==> src/rtl/letwa_pkg.sv <==
// Shared types and constants for the leading-edge time-of-arrival and waveform averager.
package letwa_pkg;

    localparam int SAMPLE_BITS = 16;
    localparam int TIME_BITS   = 32;
    localparam int SUM_BITS    = 32;
    localparam int COUNT_BITS  = 16;
    localparam int INDEX_BITS  = 12;
    localparam int REQ_BITS    = 2;
    localparam int AVG_BITS    = 16;

    // Request codes of the input word.
    localparam logic [REQ_BITS-1:0] REQ_SAMPLE = 2'd0;
    localparam logic [REQ_BITS-1:0] REQ_READ   = 2'd1;
    localparam logic [REQ_BITS-1:0] REQ_CLEAR  = 2'd2;

    // Result kinds.
    localparam logic KIND_TOA = 1'b0;
    localparam logic KIND_AVG = 1'b1;

    // Register index of the threshold on the configuration port.
    localparam logic REG_THRESHOLD = 1'b0;

    localparam logic signed [SAMPLE_BITS-1:0] THRESH_RESET = 16'sd2;
    localparam logic [COUNT_BITS-1:0]          COUNT_MAX    = 16'hFFFF;

    // Saturation bounds of the average, as quotient magnitudes and as results.
    localparam logic [SUM_BITS-1:0] QUOT_POS_LIMIT = 32'd32767;
    localparam logic [SUM_BITS-1:0] QUOT_NEG_LIMIT = 32'd32768;
    localparam logic [AVG_BITS-1:0] AVG_POS_SAT    = 16'h7FFF;
    localparam logic [AVG_BITS-1:0] AVG_NEG_SAT    = 16'h8000;

    localparam int DIV_STEPS    = SUM_BITS;
    localparam int DIV_CNT_BITS = $clog2(DIV_STEPS);

    typedef struct packed {
        logic smp_fire;
        logic rd_fire;
        logic clr_fire;
        logic div_load;
        logic div_step;
        logic avg_push;
    } letwa_cmd_t;

    typedef struct packed {
        logic rbuf_full;
    } letwa_status_t;

    typedef struct packed {
        logic                  kind;
        logic                  edge_found;
        logic [TIME_BITS-1:0]  arrival_time;
        logic [AVG_BITS-1:0]   average_value;
        logic                  average_valid;
        logic [COUNT_BITS-1:0] waveforms_seen;
    } letwa_res_t;

endpackage

==> src/rtl/letwa_ctrl.sv <==
// Controller state machine: input acceptance, readout sequencing and divider stepping.
module letwa_ctrl (
    input  logic                               aclk,
    input  logic                               aresetn,
    input  logic                               s_valid,
    input  logic [letwa_pkg::REQ_BITS-1:0]     req_type,
    input  letwa_pkg::letwa_status_t           status,
    output logic                               s_ready,
    output letwa_pkg::letwa_cmd_t              cmd
);

    localparam logic [1:0] S_IDLE  = 2'd0;
    localparam logic [1:0] S_FETCH = 2'd1;
    localparam logic [1:0] S_DIV   = 2'd2;
    localparam logic [1:0] S_DONE  = 2'd3;

    logic [1:0]                         state_reg, state_next;
    logic [letwa_pkg::DIV_CNT_BITS-1:0] step_reg, step_next;
    logic                               fire;

    assign s_ready = (state_reg == S_IDLE) && !status.rbuf_full;
    assign fire    = s_valid && s_ready;

    always_comb begin
        state_next   = state_reg;
        step_next    = step_reg;
        cmd          = '0;
        cmd.smp_fire = fire && (req_type == letwa_pkg::REQ_SAMPLE);
        cmd.rd_fire  = fire && (req_type == letwa_pkg::REQ_READ);
        cmd.clr_fire = fire && (req_type == letwa_pkg::REQ_CLEAR);
        unique case (state_reg)
            S_IDLE: begin
                if (cmd.rd_fire) begin
                    state_next = S_FETCH;
                end
            end
            S_FETCH: begin
                // Sum word is on the RAM output now; load the divider.
                cmd.div_load = 1'b1;
                step_next    = '0;
                state_next   = S_DIV;
            end
            S_DIV: begin
                cmd.div_step = 1'b1;
                step_next    = step_reg + 1'b1;
                if (step_reg == letwa_pkg::DIV_CNT_BITS'(letwa_pkg::DIV_STEPS - 1)) begin
                    state_next = S_DONE;
                end
            end
            S_DONE: begin
                cmd.avg_push = 1'b1;
                state_next   = S_IDLE;
            end
        endcase
    end

    always_ff @(posedge aclk) begin
        if (!aresetn) begin
            state_reg <= S_IDLE;
            step_reg  <= '0;
        end else begin
            state_reg <= state_next;
            step_reg  <= step_next;
        end
    end

    // No input is taken during a readout, so the buffer must have room at its end.
    a_done_has_room: assert property (@(posedge aclk) disable iff (!aresetn)
        state_reg == S_DONE |-> !status.rbuf_full)
        else $error("readout finished with no room for its result");

    a_read_starts_fetch: assert property (@(posedge aclk) disable iff (!aresetn)
        cmd.rd_fire |=> (state_reg == S_FETCH) && !s_ready)
        else $error("readout accepted but sequence did not start");

endmodule

==> config.mk <==
export PLATFORM = sky130hd
export DESIGN_NAME = letwa_ctrl
export DESIGN_NICKNAME = d
export VERILOG_FILES = /design/src/rtl/letwa_pkg.sv /design/src/rtl/letwa_ctrl.sv
export SDC_FILE = /design/constraint.sdc
export NUM_CORES = 1
export LEC_CHECK = 0
export ABC_CLOCK_PERIOD_IN_PS = 3820
export BUFFER_PORTS_ARGS = -buffer_cell sky130_fd_sc_hd__buf_2
export CAP_MARGIN = 25
export CORE_MARGIN = 1.5
export CORE_UTILIZATION = 35
export DETAILED_ROUTE_END_ITERATION = 12
export PLACE_DENSITY = 0.6
export SLEW_MARGIN = 20
export SYNTH_ARGS = -nofsm -noshare
export SYNTH_HDL_FRONTEND = slang
export SYNTH_SLANG_ARGS = --single-unit
==> constraint.sdc <==
create_clock -name aclk -period 3.82 [get_ports aclk]
set_input_delay 0 -clock aclk [delete_from_list [all_inputs] [get_ports aclk]]
set_output_delay 0 -clock aclk [all_outputs]
set_load 0.005 [all_outputs]
# After elaboration in Yosys (flattened, before gate mapping)

Cells that the tools add are included.
Widths: inputs -> output; s select.

Flip-flop bits (word level): 7
Bits of input ports: 6
Output and inout port bits: 7
Word-level logic and storage cells: 28

Add/sub/neg operators: 1
Equality and inequality tests: 8
Mux-type cells: 7
Reductions and logical operators: 10

Operator list:

| kind                | count |
|---|---|
| $pmux 5 s2          | 1 |
| $pmux 2 s4          | 1 |
| $eq 2x2->1 const B  | 3 |
| $add 5x1->5 const B | 1 |
| $eq 5x5->1 const B  | 1 |
| $logic_and 1x1->1   | 5 |
| $eq 2x1->1 const B  | 2 |
| $logic_not 2->1     | 2 |
| $mux 2              | 2 |
| $ne 2x2->1 const B  | 2 |
| $mux 1              | 3 |
| $reduce_and 2->1    | 1 |
| $reduce_bool 2->1   | 1 |
| $logic_not 1->1     | 1 |

# Longest topological paths before layout

Word-level depth: 6
Mapped depth: 6
Gate-level depth less buffers: 6

# Least setup slack after synthesis

OpenSTA, ideal clock, no wires.

Path type: register to register
Start point: reg step_reg[0] (netlist bit)
End point: reg state_reg[1]
Library setup time: 122 ps
Arrival time: 1,464 ps
Data required time: 3,698 ps
Setup slack: 2,234 ps
Cell stages (with the launch flop): 7
Path buffers: 0
Period minus slack after synthesis: 1,586 ps
Cells stage by stage: dfxtp_1 > ha_1 > and3_1 > ha_1 > and2b_1 > a2111oi_4 > a311o_1

Cells in the longest elaborated chain, start to end: 3

Ends and longest elaborated chain:

| element                           | line             | RTL |
|---|---|---|
| from (decl)                       | letwa_ctrl.sv:18 | `logic [letwa_pkg::DIV_CNT_BITS-1:0] step_reg, step_next;` |
| from (signal assigned)            | letwa_ctrl.sv:63 | `step_reg <= step_next;` |
| $eq 5x5->1                        | letwa_ctrl.sv:46 | `if (step_reg == letwa_pkg::DIV_CNT_BITS'(letwa_pkg::DIV_STEPS - 1)) begin` |
| $ne 2x2->1 (no source line)       | n/a              |  |
| $reduce_and 2->1 (no source line) | n/a              |  |
| to (signal assigned)              | letwa_ctrl.sv:62 | `state_reg <= state_next;` |
| to (decl)                         | letwa_ctrl.sv:17 | `logic [1:0] state_reg, state_next;` |

No other way between the ends.
A chain may end at the register's enable or synchronous reset.

# Worst setup path after layout

Same ends and word-level chain as after synthesis.

==> results.toml <==
[cts]
cts_tree = "yes"
clock_sinks = 7
worstSkewPairLatency_ps = 240
cts_buffer_depth = 2
hold_buffers = 0
clk_pin_slew_worst_paths_ps = 50
cts_buffers = 3
post_cts_resized = 0
clockRootBuffer = "clkbuf_4"
postCtsSetupRepairBufs = 0
ctsHtreeMaxLevel = 1

[logic_synthesis]
synth.top_cells.by_area = "dfxtp_1 (28%), ha_1 (18%), a2111oi_4 (5.6%)"
synth_top_family_by_area = "simple AND/OR/NAND/NOR gates"
synth-compound-area-share = 0.197
ys.flop_type = "dfxtp_1"
yosysSeqAreaShare = 0.284
synth_cells = 52
yosysTopAreaCellShare = 0.284
post_synth.cell_area_avg_um2 = 9.50
synth_largest_area_cell = "dfxtp_1"
synth_seq_cells = 7
yosys-top-cells-count = "dfxtp_1 (7), ha_1 (7), a21oi_1 (5), nand2_1 (4)"
synthXorXnorAreaFrac = 0
yosys_warnings = 0
synth_cell_types = 25
synth-simple-area-share = 0.301
async_flop_share = 0
synthAdderAreaFrac = 0.177
syn_nets = 65
synth_edf_count = 0
synth_mux_area_frac = 0
syn_area_um2 = 494

[power_and_ir_drop]
power_w = 0.000293
leakagePower_nw = 0.253
p_seq_frac = 0.305
clkPwrFrac = 0.224
p_int_w = 0.000175
p_sw_frac = 0.405
switchingPower_w = 0.000119
power.density_mw_per_mm2 = 494
ir_drop_mv = 0.209
power.share.combinational = 0.471

[route]
via_per_inst = 5.16
routedWlPerCell_um = 12.1
drcViolationCount = 0
ant_nets = 0
vias = 423
dr.pass1.iters = 4
wl_um = 993
drt_iter0_drc = 6

[setup_path]
crit_path_max_fanout = 5
crit_type = "reg2reg"
arrival_ps = 1800
worstPathRequired_ps = 3950
rrSetupSlack_ps = 2150
r2r-start = "step_reg[0]"
r2r_end = "state_reg[1]"
cp-start-kind = "register"
crit_end = "state_reg[1]"
startpoint = "step_reg[0]"
cp-end-kind = "register"
reg2reg_depth = 6

[cells_and_area]
regArea_um2 = 140
multi_input_area_um2 = 334
largest_reg_flops = 5
area_growth_syn_to_layout_pct = 20.3
num-nets-final = 81
fin_util = 0.457
fill_cells = 140
drive_above_1_share = 0.269
diodes = 0
final_cells = 82

[floorplanning]
pin_count = 13
die_area_mm2 = 0.00165
initial_utilization = 0.380
rows = 13
die_x_um = 40.6
core_mm2 = 0.00130
die_height_um = 40.6

[timing]
post-route-min-period_ps = 1670
totalNegativeSetupSlack_ps = 0
tightest_slew_ps = 337
max_slew_margin = 0.775
setup_slack_ps = 2150
finalHoldViolCount = 0
fin_crit_sh = 0.436
rsz0062_at_grt = "no"
setup_viol = 0
achievable-frequency_mhz = 600
slew_violations = 0
skew_ps = 1.65

[grt]
grt.overflow.total = 0
grt_first_pass_wirelength_mm = 1.54
grt_pass1_vias = 369
grt_usage = 0.144
grt_max_degree = 11
antenna_found_initial = 0

[placement]
place_inst = 78
place.port_buffers = 12
dp_worst_setup_slack_ps = 2140
gp_congestion = 0.669
hpwl_um = 764

[worst_hold_path]
hold_start = "aresetn"
hold_class = "in2reg"

[outcome]
status = "finished clean"

[flow_run]
maxCapViolations = 0
[metrics by stage]
step	hold slack (ps)	instance area [µm²]
after floorplan	30.2	494
after global placement	251	568
after detailed placement	254	568
after CTS	22.1	594
after global routing	19.0	594
final	27.2	594
[critical path, stage by stage, from the launching register on]
cell and delay, ps:
dfxtp_1 330, ha_1 230, and3_1 190, ha_1 160, and2b_1 270, a2111oi_4 50, a311o_1 320
[power groups by stage]
stage	clock, W	sequential (W)	combinational [W]
floorplan	0	0.0000896	0.000103
global placement	0	0.0000912	0.000137
detailed placement	0	0.0000914	0.000141
CTS	0.0000695	0.0000898	0.000141
global route	0.0000762	0.0000902	0.000157
finish	0.0000656	0.0000895	0.000138
[how the worst min path moves through the flow]
stage,endpoint,slack (ps),cells past startpoint
CTS,state_reg[1],20,2
floorplan,s_ready,30,1
detailed placement,s_ready,250,3
global placement,s_ready,250,3
global route,state_reg[1],20,2
finish,state_reg[1],30,2
[placed cells by master (no fill, tap or decap)]
cell and instances:
buf_2 12, ha_1 7, dfxtp_1 7, a21oi_1 5
nand2_1 4, inv_1 3, nand3_1 3, clkbuf_4 3
nor2b_1 2, nand3b_1 2, nor3b_1 2, a211oi_1 2
nor3_1 1, and3_1 1, inv_2 1, nand4bb_4 1
and2b_1 1, a21o_1 1, nand4_1 1, o211ai_1 1
or3_1 1, a2111oi_4 1, and4_1 1, a311o_1 1
o21ai_1 1, nand4b_1 1, clkbuf_1 1
[layer usage]
layer | wire length (µm) | track usage | up-vias
li1 | - | - | 222
met1 | 471 | 0.175 | 193
met4 | 5 | 0.0750 | 0
met2 | 486 | 0.234 | 6
met5 | 0 | 0 | -
met3 | 30 | 0.0333 | 2
[cells by family after synthesis]
| logic type | after synthesis |
|---|---|
| AOI/OAI and AO/OA | 12 |
| and+or+nand+nor | 21 |
| buffers and inverters | 5 |
| DFF | 7 |
| adders and majority gates | 7 |
[final cells by class]
cell class	instances	area share
multi-input combinational	40	0.562
sequential	7	0.236
timing repair buffer	12	0.101
clock buffer	4	0.0442
tap	15	0.0316
inverter	4	0.0253
(Power assumes the default switching activity.)
