===== config.mk =====
export PLATFORM = sky130hd
export DESIGN_NAME = letwa_rbuf
export DESIGN_NICKNAME = d
export VERILOG_FILES = /design/src/rtl/letwa_pkg.sv /design/src/rtl/letwa_rbuf.sv
export SDC_FILE = /design/constraint.sdc
export NUM_CORES = 1
export LEC_CHECK = 0
export BUFFER_PORTS_ARGS = -buffer_cell sky130_fd_sc_hd__clkbuf_2
export CAP_MARGIN = 20
export CORE_UTILIZATION = 56
export DETAILED_ROUTE_END_ITERATION = 8
export GPL_TIMING_DRIVEN = 1
export MAX_ROUTING_LAYER = met4
export PLACE_DENSITY = 0.85
export SYNTH_ARGS = -nofsm -noshare
export SYNTH_HDL_FRONTEND = slang
export SYNTH_SLANG_ARGS = --single-unit
export TNS_END_PERCENT = 30

===== constraint.sdc =====
create_clock -name aclk -period 7.4 [get_ports aclk]
set_input_delay 1.48 -clock aclk [delete_from_list [all_inputs] [get_ports aclk]]
set_output_delay 1.48 -clock aclk [all_outputs]
set_load 0.005 [all_outputs]

===== src/rtl/letwa_pkg.sv =====
// Shared types and constants for the leading-edge time-of-arrival and waveform averager.
package letwa_pkg;

    localparam int SAMPLE_BITS = 16;
    localparam int TIME_BITS   = 32;
    localparam int SUM_BITS    = 32;
    localparam int COUNT_BITS  = 16;
    localparam int INDEX_BITS  = 12;
    localparam int REQ_BITS    = 2;
    localparam int AVG_BITS    = 16;

    // Request codes of the input word.
    localparam logic [REQ_BITS-1:0] REQ_SAMPLE = 2'd0;
    localparam logic [REQ_BITS-1:0] REQ_READ   = 2'd1;
    localparam logic [REQ_BITS-1:0] REQ_CLEAR  = 2'd2;

    // Result kinds.
    localparam logic KIND_TOA = 1'b0;
    localparam logic KIND_AVG = 1'b1;

    // Register index of the threshold on the configuration port.
    localparam logic REG_THRESHOLD = 1'b0;

    localparam logic signed [SAMPLE_BITS-1:0] THRESH_RESET = 16'sd2;
    localparam logic [COUNT_BITS-1:0]          COUNT_MAX    = 16'hFFFF;

    // Saturation bounds of the average, as quotient magnitudes and as results.
    localparam logic [SUM_BITS-1:0] QUOT_POS_LIMIT = 32'd32767;
    localparam logic [SUM_BITS-1:0] QUOT_NEG_LIMIT = 32'd32768;
    localparam logic [AVG_BITS-1:0] AVG_POS_SAT    = 16'h7FFF;
    localparam logic [AVG_BITS-1:0] AVG_NEG_SAT    = 16'h8000;

    localparam int DIV_STEPS    = SUM_BITS;
    localparam int DIV_CNT_BITS = $clog2(DIV_STEPS);

    typedef struct packed {
        logic smp_fire;
        logic rd_fire;
        logic clr_fire;
        logic div_load;
        logic div_step;
        logic avg_push;
    } letwa_cmd_t;

    typedef struct packed {
        logic rbuf_full;
    } letwa_status_t;

    typedef struct packed {
        logic                  kind;
        logic                  edge_found;
        logic [TIME_BITS-1:0]  arrival_time;
        logic [AVG_BITS-1:0]   average_value;
        logic                  average_valid;
        logic [COUNT_BITS-1:0] waveforms_seen;
    } letwa_res_t;

endpackage


===== src/rtl/letwa_rbuf.sv =====
// Two-entry result buffer: an output register backed by a skid register.
module letwa_rbuf (
    input  logic                  aclk,
    input  logic                  aresetn,
    input  logic                  push,
    input  letwa_pkg::letwa_res_t push_data,
    input  logic                  m_ready,
    output logic                  m_valid,
    output letwa_pkg::letwa_res_t head,
    output logic                  full
);

    logic                  head_full_reg, head_full_next;
    logic                  skid_full_reg, skid_full_next;
    letwa_pkg::letwa_res_t head_reg, head_next;
    letwa_pkg::letwa_res_t skid_reg, skid_next;
    logic                  pop;

    assign pop     = head_full_reg && m_ready;
    assign m_valid = head_full_reg;
    assign head    = head_reg;
    assign full    = skid_full_reg;

    always_comb begin
        head_full_next = head_full_reg;
        skid_full_next = skid_full_reg;
        head_next      = head_reg;
        skid_next      = skid_reg;
        if (pop) begin
            if (skid_full_reg) begin
                head_next = skid_reg;
                if (push) begin
                    skid_next = push_data;
                end else begin
                    skid_full_next = 1'b0;
                end
            end else if (push) begin
                head_next = push_data;
            end else begin
                head_full_next = 1'b0;
            end
        end else if (push) begin
            if (!head_full_reg) begin
                head_next      = push_data;
                head_full_next = 1'b1;
            end else begin
                skid_next      = push_data;
                skid_full_next = 1'b1;
            end
        end
    end

    always_ff @(posedge aclk) begin
        if (!aresetn) begin
            head_full_reg <= 1'b0;
            skid_full_reg <= 1'b0;
        end else begin
            head_full_reg <= head_full_next;
            skid_full_reg <= skid_full_next;
        end
    end

    always_ff @(posedge aclk) begin
        head_reg <= head_next;
        skid_reg <= skid_next;
    end

    a_skid_implies_head: assert property (@(posedge aclk) disable iff (!aresetn)
        skid_full_reg |-> head_full_reg)
        else $error("skid entry held while output register is empty");

    a_no_overflow: assert property (@(posedge aclk) disable iff (!aresetn)
        push && skid_full_reg |-> pop)
        else $error("result pushed into a full buffer");

endmodule


Word-level counts from Yosys, hierarchy flattened:

Cells that the tools add are included.

* equality and inequality tests: 5
* reductions and logical operators: 8
* mux-type cells: 18

Operator list (count)
* two-way mux 67 bit: 9
* two-way mux 1 bit: 9
* inequality test 2 bit (second input constant): 4
* AND reduction 3 bit: 2
* nonzero test 2 bit: 3
* AND reduction 4 bit: 1
* inequality test 2 x 1 -> 1 bit (second input constant): 1
* AND reduction 2 bit: 1
* logical AND 1 bit: 1

* flip-flop bits (word level): 136
* word-level logic and storage cells: 45
* output and inout bits: 69
* bits of input ports: 71

Depth between registers and ports, before layout:

* depth in word-level cells: 3
* gate-level depth with buffers: 4
* depth with buffers taken out: 3

Worst setup path after synthesis:

Ideal clock, no wire load.

* path type: input -> register
* start: input port m_ready
* end: register head_reg (netlist bit head[0]) (enable)
* stages on the path: 2
* setup time: 0.492 ns
* buffers on the path: 0
* data required time: 6.908 ns
* slack: 2.582 ns
* data arrival time: 4.326 ns
* cell sequence: nor2b_1 nor2_1

* longest elaborated chain between the ends: 3
* elaborated cells on any way between the ends: 4
* those cells by class: eq/ne: 1; reduce/logical: 3

RTL lines
* start: declaration: RTL line letwa_rbuf.sv:7 `input logic m_ready,`
* logical AND 1 bit *: RTL line letwa_rbuf.sv:19 `assign pop = head_full_reg && m_ready;`
* inequality test 2 x 1 -> 1 bit (no line) / nonzero test 2 bit (equally long branches)
* AND reduction 3 bit (no line) *
* end signal: assignment: RTL line letwa_rbuf.sv:64 `head_reg <= head_next;`
* end: declaration: RTL line letwa_rbuf.sv:15 `letwa_pkg::letwa_res_t head_reg, head_next;`

Mark *: on every way between the ends. The rest lies on a longest branch, timed or not.
A chain may end at the register's enable or synchronous reset.

Worst setup path in the final report:

* start: input port m_ready
* end: register skid_reg[21] (netlist bit) (enable)

* longest elaborated chain between the ends: 3
* elaborated cells on any way between the ends: 5
* those cells by class: eq/ne: 1; reduce/logical: 4

RTL lines
* logical AND 1 bit *: RTL line letwa_rbuf.sv:19
* inequality test 2 bit (no line) / nonzero test 2 bit (equally long branches)
* AND reduction 4 bit (no line) *
* end signal: assignment: RTL line letwa_rbuf.sv:65 `skid_reg <= skid_next;`
* end: declaration: RTL line letwa_rbuf.sv:16 `letwa_pkg::letwa_res_t skid_reg, skid_next;`

Marked as above.

==> PnR_summary.wiki <==
{| class="wikitable"
! Metric !! Value
|-
| Outcome || completed
|-
| Slowest cell on the critical path || buf_4
|-
| Worst-case hold path end point || head[18]$_DFFE_PP_
|-
| Cell at the root of the clock tree || clkbuf_8
|-
| Worst R2R End || skid_reg[21]$_DFFE_PP_
|-
| Post-layout instance area || 0.00643 sq mm
|-
| Most common cell after layout, fill and taps aside || clkbuf_2
|-
| Iter 0 DRT Violations || 117
|-
| Remaining design rule violation count || 0
|-
| Bufs on Longest Clock Path || 2
|-
| Number of cells in the finished layout apart from fillers || 494
|-
| Die area || 0.00941 sq mm
|-
| Startpoint Class || input port
|-
| Worst vdd ir || 0.161 mV
|-
| Seq/Total Area, Yosys || 80.4%
|-
| Final hold violation count || 0
|-
| Footprint of the multi-input gates || 952 sq um
|-
| Dominant cells by area after synthesis || edfxtp_1 (80%), mux2_4 (8.9%), mux2_2 (8.2%)
|-
| Number of buffers and inverters on the critical path || 2
|-
| Register-to-register path setup slack || 5320 ps
|-
| Final TNS setup || 0 ps
|-
| DP Wirelength || 5560 um
|-
| Post-synthesis cell type with the largest combined area || edfxtp_1
|-
| Number of nets with antenna violations after detailed routing || 0
|-
| TritonCTS clock tree || done
|-
| Count of buffers added by post-CTS timing repair for setup || 0
|-
| Clock-pin slew reported for the worst setup and hold paths after clock tree synthesis || 60 ps
|-
| Syn Area/Cell || 22.8 sq um
|-
| Crit-path cells || clkbuf_2, nand2b_1, and3_2, buf_4
|-
| Post-synthesis instance total || 222
|-
| Largest net degree at the start of global routing || 59
|-
| Startpoint of the worst hold path || skid_reg[18]$_DFFE_PP_
|-
| Setup repair after global routing missed its margin || false
|-
| Clk sinks || 136
|-
| Netlist area before placement || 0.00506 sq mm
|-
| Clock insertion delay at the later pin of the skew report || 490 ps
|-
| Hold buffers post-CTS || 0
|-
| CTS Buf Count || 17
|-
| DP Area || 0.00588 sq mm
|-
| RD Place Congestion || 0.721
|-
| Portion of the clock cycle consumed by the worst path in the final layout || 36.2%
|-
| Fillers || 529
|-
| Final Skew || 5.50 ps
|-
| Power density cells || 275 mW/mm^2
|-
| Area taken by flip-flops and latches || 0.00406 sq mm
|-
| Maximum net fanout on the critical path || 53
|-
| Total gr overflow || 0
|-
| Number of detailed-route iterations in the first pass || 4
|-
| Effective utilization at floorplan || 58.0%
|-
| Number of nets in the layout || 447
|-
| Flip-flop and latch count after synthesis || 136
|-
| Slew at the pin closest to its max-slew limit || 763 ps
|-
| Depth of the most critical reg-to-reg path || 3
|-
| Number of buffers added on ports || 139
|-
| Antenna violations before repair || 0
|-
| Achievable frequency || 0.373 GHz
|-
| WL per Instance || 17.3 um
|-
| YS warnings || 0
|-
| Global-route usage over all layers || 20.0%
|-
| Global-route wire length before repair || 13,500 um
|-
| Vias || 2,524
|-
| CP Capture Type || register
|-
| Number of placed instances, taps included || 465
|-
| Growth of design area from synthesis to finish || 27.1%
|-
| Type of the setup path with the least slack || input port to register
|-
| Chip width || 97.0 um
|-
| Final antenna diode count || 0
|-
| Detailed-route wire length || 8560 um
|-
| Class of the tightest hold or removal check || register to register
|-
| Delay-heaviest family, CP || buffers and inverters
|-
| Startpoint of the worst register-to-register path || full$_SDFFE_PN0P_
|-
| Vias in the first global route || 2,624
|-
| Data arrival time of the critical path || 2810 ps
|-
| Fraction of final layout cells sized beyond drive strength 1 || 62.4%
|-
| I/O pin total || 140
|-
| Die boundary height || 97.0 um
|-
| Utilization after layout || 73.7%
|-
| Area of the core || 0.00872 sq mm
|-
| Commonest cells after routing, fill and taps aside || clkbuf_2 (139), edfxtp_1 (134), mux2_2 (37), mux2_4 (30), clkbuf_16 (16)
|-
| Worst rel slew slack || 49.2%
|-
| Max-cap check violation count || 0
|-
| Cell leakage power || 2.61 nW
|-
| Max Slew Vio Count || 0
|-
| CTS H-Tree Depth || 4
|-
| Delay of the slowest cell on the worst path || 650 ps
|-
| Vias per inst || 5.11
|-
| Total power draw || 1.77 mW
|-
| Data required time at the worst endpoint || 7520 ps
|-
| Synth cell types || 16
|-
| Core Rows || 34
|-
| Fraction of post-synthesis cell area in the top cell type by area || 79.6%
|-
| Endpoints failing setup || 0
|-
| Tmin final || 2680 ps
|-
| Hold depth || 1
|-
| Cells resized by post-CTS repair || 0
|-
| Synthesized netlist net count || 293
|}
==> final cells by class <==
cell class,count,share of cell area [%]
Clock buffer,17,6.44
Clock inverter,12,2.04
Multi-Input combinational cell,79,14.8
Sequential cell,136,63.2
Tap cell,108,2.10
Timing Repair Buffer,142,11.4
==> routing by layer <==
metal / global-route usage, % / vias up / share of wire (%) / wire, um
li1: - / 1197 / - / -
met1: 26.5 / 1212 / 45 / 3810
met2: 29.5 / 106 / 48 / 4130
met3: 6.65 / 9 / 6.1 / 522
met4: 6.77 / 0 / 1.1 / 96
met5: - / - / 0 / 0
==> report_power, final <==
part	internal, mW	switching (mW)	total, mW	leakage, nW
combinational	0.0519	0.0473	0.0992	1.07
clock	0.473	0.298	0.771	0.258
sequential	0.890	0.0108	0.900	1.28
total	1.41	0.356	1.77	2.61
==> Yosys cell counts <==
library cell  instances
a21boi_0              1
buf_2                 3
and3_1                1
mux2_4               30
o21ai_0               1
nand2b_1              1
buf_6                 3
a21oi_1               2
nor2b_1               2
nand3_2               1
edfxtp_1            134
nor2_1                1
nand2_1               2
mux2_2               37
buf_4                 1
dfxtp_1               2
==> worst max path at each step <==
stage          slack, ps                endpoint     from  cells past startpoint
2_1_floorplan       2580       head[0]$_DFFE_PP_  m_ready                      2
3_3_place_gp        4060      head[59]$_DFFE_PP_  m_ready                      3
3_5_place_dp        4200  skid_reg[15]$_DFFE_PP_  m_ready                      4
4_1_cts             4720   skid_reg[3]$_DFFE_PP_  m_ready                      4
5_1_grt             4610  skid_reg[11]$_DFFE_PP_  m_ready                      4
6_report            4720  skid_reg[21]$_DFFE_PP_  m_ready                      4
==> cells by family after synthesis <==
kind of cell,share of synthesized area (%)
simple gates,0.916
mux,17.1
buf+inv,1.11
compound gates,0.445
flops,80.4
==> per-stage QoR <==
stage,setup WS [ps],hold WS (ps)
2_1_floorplan,2580,509
3_3_place_gp,4060,529
3_5_place_dp,4200,536
4_1_cts,4720,547
5_1_grt,4610,560
6_report,4720,546
(Power assumes the default switching activity.)
